## config.mk

```make
export PLATFORM = sky130hd
export DESIGN_NAME = picture_column_post_decoder_flat
export DESIGN_NICKNAME = d
export VERILOG_FILES = /design/src/rtl/core/pcpd_pkg.sv /design/src/rtl/core/pcpd_req_if.sv /design/src/rtl/core/pcpd_rsp_if.sv /design/src/rtl/core/pcpd_ram.sv /design/src/rtl/core/pcpd_parser.sv /design/src/rtl/core/picture_column_post_decoder.sv /design/src/flat_wrapper.sv
export SDC_FILE = /design/constraint.sdc
export NUM_CORES = 2
export LEC_CHECK = 0
export ABC_CLOCK_PERIOD_IN_PS = 6700
export BUFFER_PORTS_ARGS = -buffer_cell sky130_fd_sc_hd__buf_2
export CORE_ASPECT_RATIO = 0.5
export CORE_UTILIZATION = 55
export DETAILED_ROUTE_END_ITERATION = 8
export PLACE_DENSITY = 0.71
export SLEW_MARGIN = 20
export SYNTH_ARGS = -nofsm -noshare
export SYNTH_HDL_FRONTEND = slang
export SYNTH_HIERARCHICAL = 1
export SYNTH_SLANG_ARGS = --single-unit
```

## constraint.sdc

```tcl
create_clock -name clock -period 6.7 [get_ports clock]
set_input_delay 1.005 -clock clock [delete_from_list [all_inputs] [get_ports clock]]
set_output_delay 1.005 -clock clock [all_outputs]
set_load 0.01 [all_outputs]
```

## src/rtl/core/pcpd_pkg.sv

```systemverilog
// Shared types and constants of the picture column post decoder.
// Used by the channel interfaces, the post parser and the top level.
package pcpd_pkg;

   localparam int TABLE_ENTRIES = 256;
   localparam int BYTE_W        = 8;
   localparam int ROW_W         = 9;
   localparam int HEIGHT_W      = 10;
   localparam int COLUMN_W      = 16;

   localparam logic [HEIGHT_W-1:0] HEIGHT_RESET = HEIGHT_W'(128);
   localparam logic [BYTE_W-1:0]   END_MARK     = 8'hFF;

   // Command codes of an input word.
   localparam logic CMD_TABLE_WRITE = 1'b0;
   localparam logic CMD_COLUMN_BYTE = 1'b1;

   // What the parser makes of one column byte.
   typedef struct packed {
      logic                emit;
      logic                pixel_valid;
      logic [ROW_W-1:0]    pixel_row;
      logic [COLUMN_W-1:0] column_number;
      logic                column_end;
   } parse_result_type;

endpackage

```

## src/rtl/core/pcpd_req_if.sv

```systemverilog
// Input channel of the picture column post decoder: valid/ready plus one word.
// Depends on pcpd_pkg for the field widths.
interface pcpd_req_if
   import pcpd_pkg::*;
   ();
   logic              valid;
   logic              ready;
   logic              command;
   logic [BYTE_W-1:0] table_index;
   logic [BYTE_W-1:0] table_value;
   logic [BYTE_W-1:0] column_byte;

   modport source (output valid, command, table_index, table_value, column_byte,
                   input ready);
   modport sink   (input valid, command, table_index, table_value, column_byte,
                   output ready);
endinterface

```

## src/rtl/core/pcpd_rsp_if.sv

```systemverilog
// Result channel of the picture column post decoder: valid/ready plus one word.
// Depends on pcpd_pkg for the field widths.
interface pcpd_rsp_if
   import pcpd_pkg::*;
   ();
   logic                valid;
   logic                ready;
   logic                pixel_valid;
   logic [ROW_W-1:0]    pixel_row;
   logic [COLUMN_W-1:0] column_number;
   logic [BYTE_W-1:0]   color_index;
   logic                column_end;

   modport source (output valid, pixel_valid, pixel_row, column_number, color_index,
                   column_end, input ready);
   modport sink   (input valid, pixel_valid, pixel_row, column_number, color_index,
                   column_end, output ready);
endinterface

```

## src/rtl/core/pcpd_ram.sv

```systemverilog
// Generic single-port-write, single-port-read RAM with a registered read.
// No dependencies.
module pcpd_ram #(
   parameter int WIDTH = 8,
   parameter int DEPTH = 256
) (
   input  logic                     clock,
   input  logic                     write_en,
   input  logic [$clog2(DEPTH)-1:0] write_addr,
   input  logic [WIDTH-1:0]         write_data,
   input  logic                     read_en,
   input  logic [$clog2(DEPTH)-1:0] read_addr,
   output logic [WIDTH-1:0]         read_data
);

   logic [WIDTH-1:0] mem_ff [DEPTH];
   logic [WIDTH-1:0] read_data_ff;

   always_ff @(posedge clock) begin
      if (write_en) begin
         mem_ff[write_addr] <= write_data;
      end
      if (read_en) begin
         read_data_ff <= mem_ff[read_addr];
      end
   end

   assign read_data = read_data_ff;

endmodule

```

## src/rtl/core/pcpd_parser.sv

```systemverilog
// Post stream parser: tracks the post phase, top row, length and column count.
// Depends on pcpd_pkg for widths, the end mark and the result struct.
module pcpd_parser
   import pcpd_pkg::*;
(
   input  logic                 clock,
   input  logic                 reset,
   input  logic                 advance,
   input  logic [BYTE_W-1:0]    column_byte,
   input  logic [HEIGHT_W-1:0]  column_height,
   output parse_result_type     result
);

   typedef enum logic [2:0] {
      PH_TOP  = 3'd0,
      PH_LEN  = 3'd1,
      PH_PAD  = 3'd2,
      PH_PIX  = 3'd3,
      PH_TAIL = 3'd4
   } phase_type;

   phase_type           phase_ff, phase_in;
   logic [BYTE_W-1:0]   top_ff, top_in;
   logic [BYTE_W-1:0]   remaining_ff, remaining_in;
   logic [BYTE_W-1:0]   offset_ff, offset_in;
   logic [COLUMN_W-1:0] column_ff, column_in;
   logic [ROW_W-1:0]    row;

   assign row = ROW_W'(top_ff) + ROW_W'(offset_ff);

   always_comb begin
      phase_in     = phase_ff;
      top_in       = top_ff;
      remaining_in = remaining_ff;
      offset_in    = offset_ff;
      column_in    = column_ff;
      result       = '0;
      result.column_number = column_ff;
      unique case (phase_ff)
         PH_LEN: begin
            remaining_in = column_byte;
            offset_in    = '0;
            phase_in     = PH_PAD;
         end
         PH_PAD: begin
            phase_in = (remaining_ff == '0) ? PH_TAIL : PH_PIX;
         end
         PH_PIX: begin
            offset_in    = offset_ff + 1'b1;
            remaining_in = remaining_ff - 1'b1;
            if (remaining_in == '0) begin
               phase_in = PH_TAIL;
            end
            if (HEIGHT_W'(row) < column_height) begin
               result.emit        = 1'b1;
               result.pixel_valid = 1'b1;
               result.pixel_row   = row;
            end
         end
         PH_TAIL: begin
            phase_in = PH_TOP;
         end
         default: begin
            // Expecting a top row byte; unused codes fall back here too.
            phase_in = PH_TOP;
            if (column_byte == END_MARK) begin
               result.emit       = 1'b1;
               result.column_end = 1'b1;
               column_in         = column_ff + 1'b1;
            end else begin
               top_in   = column_byte;
               phase_in = PH_LEN;
            end
         end
      endcase
   end

   always_ff @(posedge clock) begin
      if (reset) begin
         phase_ff     <= PH_TOP;
         top_ff       <= '0;
         remaining_ff <= '0;
         offset_ff    <= '0;
         column_ff    <= '0;
      end else if (advance) begin
         phase_ff     <= phase_in;
         top_ff       <= top_in;
         remaining_ff <= remaining_in;
         offset_ff    <= offset_in;
         column_ff    <= column_in;
      end
   end

endmodule

```

## src/rtl/core/picture_column_post_decoder.sv

```systemverilog
// Top level of the picture column post decoder.
// Depends on pcpd_pkg, pcpd_req_if, pcpd_rsp_if, pcpd_ram and pcpd_parser.
//
// Usage: the req channel carries one word per transfer. A word with command
// set to the table-write code loads one light table entry and gives no result.
// A word with the column-byte code feeds the next byte of a picture column's
// post stream (top row, length, pad, pixel bytes, pad; a top row of 255 ends
// the column). Each drawn pixel and each column end produces one word on the
// rsp channel; header bytes, pad bytes, table writes and pixels at rows at or
// beyond the height register produce nothing.
// The csr port writes the column height register; the user must write it only
// while the block is idle, as the block itself does not enforce this.
// A result word passes from acceptance through stage one (the parse and the
// registered light table read) and then the output register before it is
// offered. A new word is accepted in every cycle while the receiver takes results;
// the light table memory's single read port and the parse of one byte per cycle set that rate.
// When the receiver stalls, the output register holds its word and the stage
// before it absorbs one more result; only when both are full does req.ready
// drop. Reset clears the parse state, the column counter, the pipeline valid
// bits and sets the height to 128. The light table is not cleared; entries
// must be written before a pixel refers to them.
module picture_column_post_decoder
   import pcpd_pkg::*;
(
   input  logic                clock,
   input  logic                reset,
   pcpd_req_if.sink            req_ch,
   pcpd_rsp_if.source          rsp_ch,
   input  logic                csr_write_en,
   input  logic [HEIGHT_W-1:0] csr_write_data
);

   localparam int ADDR_W = $clog2(TABLE_ENTRIES);

   logic [HEIGHT_W-1:0] height_ff;
   logic                accept;
   logic                byte_accept;
   logic                table_write;
   parse_result_type    parsed;

   // Stage one: parse result waiting for the table read data.
   logic                s1_valid_ff;
   parse_result_type    s1_ff;
   logic                s1_move;

   // Output register.
   logic                out_valid_ff;
   logic                out_pixel_valid_ff;
   logic [ROW_W-1:0]    out_row_ff;
   logic [COLUMN_W-1:0] out_column_ff;
   logic [BYTE_W-1:0]   out_color_ff;
   logic                out_end_ff;

   logic [BYTE_W-1:0]   table_data;

   assign s1_move      = s1_valid_ff && (!out_valid_ff || rsp_ch.ready);
   assign req_ch.ready = !s1_valid_ff || s1_move;
   assign accept       = req_ch.valid && req_ch.ready;
   assign byte_accept  = accept && (req_ch.command == CMD_COLUMN_BYTE);
   assign table_write  = accept && (req_ch.command == CMD_TABLE_WRITE);

   // Height register.
   always_ff @(posedge clock) begin
      if (reset) begin
         height_ff <= HEIGHT_RESET;
      end else if (csr_write_en) begin
         height_ff <= csr_write_data;
      end
   end

   pcpd_parser u_parser (
      .clock         (clock),
      .reset         (reset),
      .advance       (byte_accept),
      .column_byte   (req_ch.column_byte),
      .column_height (height_ff),
      .result        (parsed)
   );

   // The table read is issued on every accepted column byte, so its data
   // lines up with stage one and stays put while stage one is held.
   pcpd_ram #(
      .WIDTH (BYTE_W),
      .DEPTH (TABLE_ENTRIES)
   ) u_light_table (
      .clock      (clock),
      .write_en   (table_write),
      .write_addr (req_ch.table_index[ADDR_W-1:0]),
      .write_data (req_ch.table_value),
      .read_en    (byte_accept),
      .read_addr  (req_ch.column_byte[ADDR_W-1:0]),
      .read_data  (table_data)
   );

   always_ff @(posedge clock) begin
      if (reset) begin
         s1_valid_ff  <= 1'b0;
         out_valid_ff <= 1'b0;
      end else begin
         if (byte_accept && parsed.emit) begin
            s1_valid_ff <= 1'b1;
         end else if (s1_move) begin
            s1_valid_ff <= 1'b0;
         end
         if (s1_move) begin
            out_valid_ff <= 1'b1;
         end else if (rsp_ch.ready) begin
            out_valid_ff <= 1'b0;
         end
      end
      if (byte_accept && parsed.emit) begin
         s1_ff <= parsed;
      end
      if (s1_move) begin
         out_pixel_valid_ff <= s1_ff.pixel_valid;
         out_row_ff         <= s1_ff.pixel_row;
         out_column_ff      <= s1_ff.column_number;
         out_color_ff       <= s1_ff.column_end ? '0 : table_data;
         out_end_ff         <= s1_ff.column_end;
      end
   end

   assign rsp_ch.valid         = out_valid_ff;
   assign rsp_ch.pixel_valid   = out_pixel_valid_ff;
   assign rsp_ch.pixel_row     = out_row_ff;
   assign rsp_ch.column_number = out_column_ff;
   assign rsp_ch.color_index   = out_color_ff;
   assign rsp_ch.column_end    = out_end_ff;

   // A column end never carries a pixel.
   assert property (@(posedge clock) disable iff (reset)
      rsp_ch.valid && rsp_ch.column_end |-> !rsp_ch.pixel_valid && rsp_ch.pixel_row == '0)
      else $error("column end result carries a pixel");

   // Every drawn pixel lies inside the configured height.
   assert property (@(posedge clock) disable iff (reset)
      rsp_ch.valid && rsp_ch.pixel_valid |-> HEIGHT_W'(rsp_ch.pixel_row) < height_ff)
      else $error("pixel row at or beyond column height");

   // Stage one fills only from an accepted column byte.
   assert property (@(posedge clock) disable iff (reset)
      $rose(s1_valid_ff) |-> $past(byte_accept))
      else $error("stage one filled without an accepted byte");

   // A free output register always takes the waiting stage-one word.
   assert property (@(posedge clock) disable iff (reset)
      s1_valid_ff && !out_valid_ff |=> out_valid_ff)
      else $error("stage one word not moved to a free output register");

endmodule
```

## src/flat_wrapper.sv

```systemverilog
// flat-port wrapper written by rule: the top's interface ports become plain ports
module picture_column_post_decoder_flat import pcpd_pkg::*;
  (clock, reset, csr_write_en, csr_write_data, req_ch_valid, req_ch_command, req_ch_table_index, req_ch_table_value, req_ch_column_byte, req_ch_ready, rsp_ch_valid, rsp_ch_pixel_valid, rsp_ch_pixel_row, rsp_ch_column_number, rsp_ch_color_index, rsp_ch_column_end, rsp_ch_ready);
  pcpd_req_if req_ch_i ();
  pcpd_rsp_if rsp_ch_i ();
  input  logic clock;
  input  logic reset;
  input  logic csr_write_en;
  input  logic [HEIGHT_W-1:0] csr_write_data;
  input wire logic [$bits(req_ch_i.valid)-1:0] req_ch_valid;
  input wire logic [$bits(req_ch_i.command)-1:0] req_ch_command;
  input wire logic [$bits(req_ch_i.table_index)-1:0] req_ch_table_index;
  input wire logic [$bits(req_ch_i.table_value)-1:0] req_ch_table_value;
  input wire logic [$bits(req_ch_i.column_byte)-1:0] req_ch_column_byte;
  output wire logic [$bits(req_ch_i.ready)-1:0] req_ch_ready;
  output wire logic [$bits(rsp_ch_i.valid)-1:0] rsp_ch_valid;
  output wire logic [$bits(rsp_ch_i.pixel_valid)-1:0] rsp_ch_pixel_valid;
  output wire logic [$bits(rsp_ch_i.pixel_row)-1:0] rsp_ch_pixel_row;
  output wire logic [$bits(rsp_ch_i.column_number)-1:0] rsp_ch_column_number;
  output wire logic [$bits(rsp_ch_i.color_index)-1:0] rsp_ch_color_index;
  output wire logic [$bits(rsp_ch_i.column_end)-1:0] rsp_ch_column_end;
  input wire logic [$bits(rsp_ch_i.ready)-1:0] rsp_ch_ready;
  assign req_ch_i.valid = req_ch_valid;
  assign req_ch_i.command = req_ch_command;
  assign req_ch_i.table_index = req_ch_table_index;
  assign req_ch_i.table_value = req_ch_table_value;
  assign req_ch_i.column_byte = req_ch_column_byte;
  assign req_ch_ready = req_ch_i.ready;
  assign rsp_ch_valid = rsp_ch_i.valid;
  assign rsp_ch_pixel_valid = rsp_ch_i.pixel_valid;
  assign rsp_ch_pixel_row = rsp_ch_i.pixel_row;
  assign rsp_ch_column_number = rsp_ch_i.column_number;
  assign rsp_ch_color_index = rsp_ch_i.color_index;
  assign rsp_ch_column_end = rsp_ch_i.column_end;
  assign rsp_ch_i.ready = rsp_ch_ready;
  picture_column_post_decoder u_core (.clock(clock), .reset(reset), .req_ch(req_ch_i), .rsp_ch(rsp_ch_i), .csr_write_en(csr_write_en), .csr_write_data(csr_write_data));
endmodule
```

* Word level (Yosys, flattened, before mapping)
Memories as Yosys holds them, arrays and structs flattened. A register that Yosys moved wholly into a read port is not among the register bits.
Index checks and enable logic that the tools add are counted.
W data, S select, Z words.
** Cells by class
- Equality and inequality tests :: 6
- Add/sub/neg operators :: 4
- Bitwise logic cells :: 3
- Mux-type cells :: 15
- Reduce and logical (&&, ||, !) cells :: 21
- $lt $le $gt $ge :: 1
** Operators by type and width (number)
- $pmux W8 S2 :: 2
- $add A16 B1 Y16 const B :: 1
- $logic_not A8 Y1 :: 2
- $pmux W3 S4 :: 1
- $mux W11 :: 1
- $lt A9 B10 Y1 :: 1
- $add A8 B8 Y9 :: 1
- $add A8 B1 Y8 const B :: 1
- $eq A8 B8 Y1 const B :: 1
- $mux W1 :: 8
- $sub A8 B1 Y8 const B :: 1
- $eq A3 B2 Y1 const B :: 2
- $mux W3 :: 2
- $reduce_and A2 Y1 :: 3
- $reduce_and A3 Y1 :: 2
- $reduce_bool A2 Y1 :: 3
- $logic_and A1 B1 Y1 :: 5
- $reduce_or A4 Y1 :: 1
- $eq A3 B1 Y1 const B :: 1
- $eq A3 B3 Y1 const B :: 1
- $not A1 Y1 :: 3
- $reduce_or A3 Y1 :: 1
- $logic_not A1 Y1 :: 2
- $logic_or A1 B1 Y1 :: 2
- 2 further kinds :: 2
** Storage, ports and cells
- Logic and storage cells :: 68
- Memories kept :: 1
- Output and inout port bits :: 37
- Register bits after elaboration :: 117
- Memory bits (writable) :: 2048
- Input port bits :: 40
** Memories
- u_core.u_light_table.mem_ff :: depth 256, width 8, rd ports 1, clocked after memory_dff 1, write ports 1, line pcpd_ram.sv:16 : logic [WIDTH-1:0] mem_ff [DEPTH];

* Logic depth before layout (Yosys ltp)
- Word-level depth :: 8
- Mapped depth :: 15
- Gate-level depth less buffers :: 15

* Cells and area by module
The synthesis kept the hierarchy.
** By module, submodules not included
- pcpd_ram :: cells an instance 3733, sequential area each 61739.2 µm², instances 1, area each 79636.4 µm²
- pcpd_parser :: cells an instance 327, sequential area each 860.8 µm², instances 1, area each 2706.3 µm²
- picture_column_post_decoder :: cells an instance 115, sequential area each 2102.0 µm², instances 1, area each 2369.8 µm²

* Least setup slack after synthesis
Ideal clock, no wire load.
- Path kind :: flip-flop to flip-flop
- From :: register u_core.u_parser.offset_ff[0]
- To :: register u_core/s1_ff[0] (netlist bit), enable pin
- Data required time :: 6.289 ns
- Buffers on the path :: 0
- Data arrival time :: 3.518 ns
- Stages on the path, launching flop included :: 15
- Period minus slack after synthesis :: 3.929 ns
- Library setup time :: 0.411 ns
- Path slack :: 2.771 ns
- Cell sequence :: dfxtp_1 ha_1 inv_1 fa_1 nor2b_1 o31a_1 o21ai_0 o21ai_0 ha_1 a21oi_1 o21ai_0 a21oi_1 or2_2 nand3_1 nor2_1
** RTL lines
- from (decl) :: line pcpd_parser.sv:25 : logic [BYTE_W-1:0] offset_ff, offset_in;
- from (signal assigned) :: line pcpd_parser.sv:89 : offset_ff <= offset_in;
- to (signal assigned) :: line picture_column_post_decoder.sv:112 : s1_ff <= parsed;
- to (decl) :: line picture_column_post_decoder.sv:43 : parse_result_type s1_ff;

==> key figures <==
Run status
  • Status: finished, final reports clean

Synthesis
  • Total standard cell area after synthesis: around 0.085 mm²
  • Seq/Total Area, Yosys: 76.4%
  • Dominant register cell in the synthesized netlist: sky130_fd_sc_hd__edfxtp_1
  • Flip-flop and latch count after synthesis: 2,173
  • Yosys warnings: 6
  • Top post-synthesis cells by area: sky130_fd_sc_hd__edfxtp_1, sky130_fd_sc_hd__mux4_2, sky130_fd_sc_hd__mux2i_1, sky130_fd_sc_hd__nor2_1, sky130_fd_sc_hd__dfxtp_1
  • Mapped Avg Cell Area: 20.3 µm²
  • Number of enable-type register cells in the synthesized netlist: 2,118
  • Async set or reset register ratio after synthesis: 0%
  • Gate Count Post-Synth: 4,175
  • Number of unique standard cell types used by synthesis: 81
  • Top-area cell type share of the netlist area: between 70% and 80%
  • Synth area leader: sky130_fd_sc_hd__edfxtp_1
  • Synthesized net count: 4,236

Placement
  • DP Cell Count: 6,138
  • Count of buffers inserted at the top-level ports: between 70 and 80
  • Estimated wirelength of the detail-placed design: around 120,000 µm
  • Routability congestion estimate: 0.886
  • Placement-stage cell area: 0.0872 mm²

Layout
  • Final Cell Area: approximately 0.093 mm²
  • Total of fill cells in the finished design: 10,294
  • Synth-to-Final Area Change: 9.76%
  • Share of layout cells above drive strength 1: 20.7%
  • Utilization of the core after routing: 61.1%
  • Non-filler cells in the finished layout: about 6,500
  • Number of nets in the layout: approximately 4,300

Detailed routing
  • Detailed-router iteration count before antenna repair: 6
  • Routed length per placed instance: approximately 31 µm
  • Initial DRC Count: 6,267
  • Total via count in the routed design: 43,126
  • Detail-routed via count per cell: 6.66
  • Residual DRC: 0
  • Total wire length: 204,000 µm
  • Final ANT Viol Nets: 0

Global routing
  • Pin count of the biggest net entering global routing: roughly 190
  • Met2 capacity usage during global routing: 39.3%
  • Vias in the first global route: roughly 42,000
  • Met3 layer usage reported by global route: between 6 and 7%
  • Leftover overflow at the end of global routing: 0
  • Antenna violations before repair: 10
  • Global-route layer with the greatest usage: met1
  • Global-route usage over all layers: 26.5%
  • First-pass GRT wire length: 296,000 µm
  • Met1 GRT Util: 39.4%

Power
  • Part of the power in registers: roughly 56%
  • Power per Cell Area: 287 mW/mm²
  • Portion of total power attributed to combinational logic: 4.9%
  • Internal power consumption: 0.0210 W
  • Worst IR drop on VDD: 0.235 mV
  • Switching fraction of total power: 21.2%
  • Clock network fraction of total power: 39.0%
  • Total leakage power: 28.7 nW
  • Switching Power: 0.00564 W

STA
  • Hold Vio Cnt, Final: 0
  • Max-slew headroom at the worst pin: 11.7%
  • Max Clock Skew: 0.0324 ns
  • Number of max-slew violations in the final report: 0
  • Min cycle time layout: 4.24 ns
  • RSZ-0062 raised after global routing: false
  • Final setup TNS: 0 ns
  • Achievable clock frequency: 236 MHz
  • Share of the clock period used by the worst path: 63.3%
  • Slew at the pin with the worst max-slew slack: between 1 and 1.5 ns
  • Setup violators final: 0

Floorplan
  • Site Rows: 101
  • Die span in x: ~560 µm
  • Starting utilization of the core area: 55.6%
  • Die Outline Area: 0.156 mm²
  • Boundary Pins: 77
  • Area inside the core boundary: 0.152 mm²
  • Overall die height: 280 µm

Clock network
  • # hold bufs at CTS: 0
  • TritonCTS Buffers: 183
  • Buffers from clock root to sink, at most: 3
  • CTS clock-pin slew for the worst setup and hold paths: approximately 0.07 ns
  • Post-CTS setup buffer count: 0
  • CTS Sinks: 2,173
  • Worst-Skew Late Latency: between 0.8 and 0.9 ns
  • CTS tree: built
  • CTS Root Buffer Type: sky130_fd_sc_hd__clkbuf_16
  • Level count of the clock H-tree: 4
  • Post-CTS sizing: 0

Worst setup path
  • Chain of cells forming the critical path: buf_8 -> buf_12 -> buf_12 -> mux4_2 -> mux4_2 -> nor2_1 -> a2111oi_1 -> nor3_1 -> nor4_1
  • Highest-delay cell along the critical path: sky130_fd_sc_hd__nor3_1
  • Worst Path Max Fanout: 61
  • CP required: 7.21 ns
  • Kind of critical path: in2reg
  • Delay contributed by the slowest stage of the critical path: 0.85 ns
  • Critical Path AT: 4.75 ns
  • Kind of end point of the critical path: register
  • Nature of the critical path startpoint: input port

Flow run
  • Max_cap viols: 0

Hold path
  • Worst hold-check path type: in2reg
-- cells in the mapped netlist, types with 27 or more instances --
cell type and n:
sky130_fd_sc_hd__nor2_1 339, sky130_fd_sc_hd__o221ai_1 47, sky130_fd_sc_hd__mux2i_1 152, sky130_fd_sc_hd__o21ai_0 27
sky130_fd_sc_hd__dfxtp_1 55, sky130_fd_sc_hd__buf_2 34, sky130_fd_sc_hd__nor2b_1 41, sky130_fd_sc_hd__o22ai_1 31
sky130_fd_sc_hd__nor3_1 28, sky130_fd_sc_hd__a22oi_1 133, sky130_fd_sc_hd__nand2_1 52, sky130_fd_sc_hd__buf_4 27
sky130_fd_sc_hd__a21oi_1 116, sky130_fd_sc_hd__clkbuf_1 120, sky130_fd_sc_hd__nand3_1 40, sky130_fd_sc_hd__edfxtp_1 2118
sky130_fd_sc_hd__nor4_1 29, sky130_fd_sc_hd__mux4_2 454
-- final timing paths --
check | startpoint | to | slack, ns | cells after the start
min | csr_write_data[7] | u_core/height_ff[7] | 0.40 | 2
min reg2reg | u_core/s1_ff[4] | u_core/rsp_ch.column_number[3] | 0.41 | 0
max | req_ch_column_byte[0] | u_core/u_light_table/read_data[4] | 2.46 | 9
max reg2reg | u_core/u_parser/offset_ff[0] | u_core/s1_ff[13] | 2.68 | 15
-- final cells by class --
| cell class | instances | area (µm²) | share of cell area, % |
|---|---|---|---|
| multi-input cells | 1729 | 18500 | 19.9 |
| inverters | 26 | 97.6 | 0.105 |
| flip-flops and latches | 2173 | 64700 | 69.6 |
| clock buffers | 229 | 4900 | 5.27 |
| clock inverters | 107 | 881 | 0.947 |
| well taps | 2060 | 2580 | 2.77 |
| diodes | 3 | 7.51 | 0.00807 |
| repair buffers | 150 | 1270 | 1.36 |
-- logic make-up (layout without fill, tap and decap cells) --
| group | Yosys count | count (layout) | synth area share (%) |
|---|---|---|---|
| flops | 2173 | 2173 | 76.4 |
| simple gates | 616 | 616 | 3.41 |
| mux | 609 | 609 | 13.9 |
| compound gates | 458 | 458 | 3.78 |
| buf+inv | 273 | 512 | 1.91 |
| xor+xnor | 25 | 25 | 0.258 |
| fa+ha+maj | 21 | 21 | 0.319 |
| other cells | 0 | 3 | 0 |
-- metal layers --
| metal | part of all wire (%) | wire, µm | vias up |
|---|---|---|---|
| met4 | 2.7 | 5450 | 2 |
| met3 | 12 | 25400 | 364 |
| met2 | 45 | 92700 | 2695 |
| li1 | - | - | 17438 |
| met1 | 39 | 80300 | 22627 |
| met5 | 0.0064 | 13 | - |
-- metrics by stage --
stage / total power (W) / hold WS (ns) / setup slack, ns
6_report: 0.0267 / 0.403 / 2.46
5_1_grt: 0.0273 / 0.375 / 2.22
3_5_place_dp: 0.0165 / 0.405 / 1.63
2_1_floorplan: 0.0160 / 0.400 / 2.77
4_1_cts: 0.0268 / 0.347 / 2.48
3_3_place_gp: 0.0165 / 0.402 / 1.11
-- cells in the final DEF (no fill, tap or decap), drive strengths merged, types with 14 or more instances in the layout --
master | synthesis | routed
mux4 | 456 | 456
clkbuf | 120 | 237
a221oi | 15 | 15
nor3 | 29 | 29
o221ai | 48 | 48
inv | 25 | 32
o22ai | 31 | 31
buf | 127 | 142
dfxtp | 55 | 55
clkinv | 1 | 83
nand2 | 52 | 52
o21ai | 29 | 29
nand3 | 40 | 40
a21oi | 116 | 116
a211oi | 25 | 25
edfxtp | 2118 | 2118
and2 | 16 | 16
mux2i | 152 | 152
xnor2 | 14 | 14
nor4 | 32 | 32
nor2b | 41 | 41
ha | 20 | 20
nor2 | 339 | 339
nand4 | 18 | 18
a22oi | 133 | 133
-- power groups by stage --
stage	sequential, W	clock [W]	combinational, W
CTS	0.0149	0.0105	0.00130
global placement	0.0152	0	0.00127
global route	0.0149	0.0110	0.00137
finish	0.0149	0.0104	0.00132
floorplan	0.0152	0	0.000738
detailed placement	0.0152	0	0.00130
-- worst max-delay path, delay by kind of cell --
family	cells	cell delay, ns
buffers and inverters	3	1.22
AO/OA/AOI/OAI	1	0.10
AND/OR/NAND/NOR	3	1.09
multiplexers	2	1.12
-- flip-flops by register name, summed over array words and instances (netlist names), 9 cells and up --
name                         cells
u_core/height_ff                10
u_core/rsp_ch.pixel_row          9
u_core/s1_ff                    27
u_core/u_parser/column_ff       16
u_core/u_light_table/mem_ff   2048
u_core/rsp_ch.column_number     16
No activity file was read; power rests on OpenSTA's default activity.
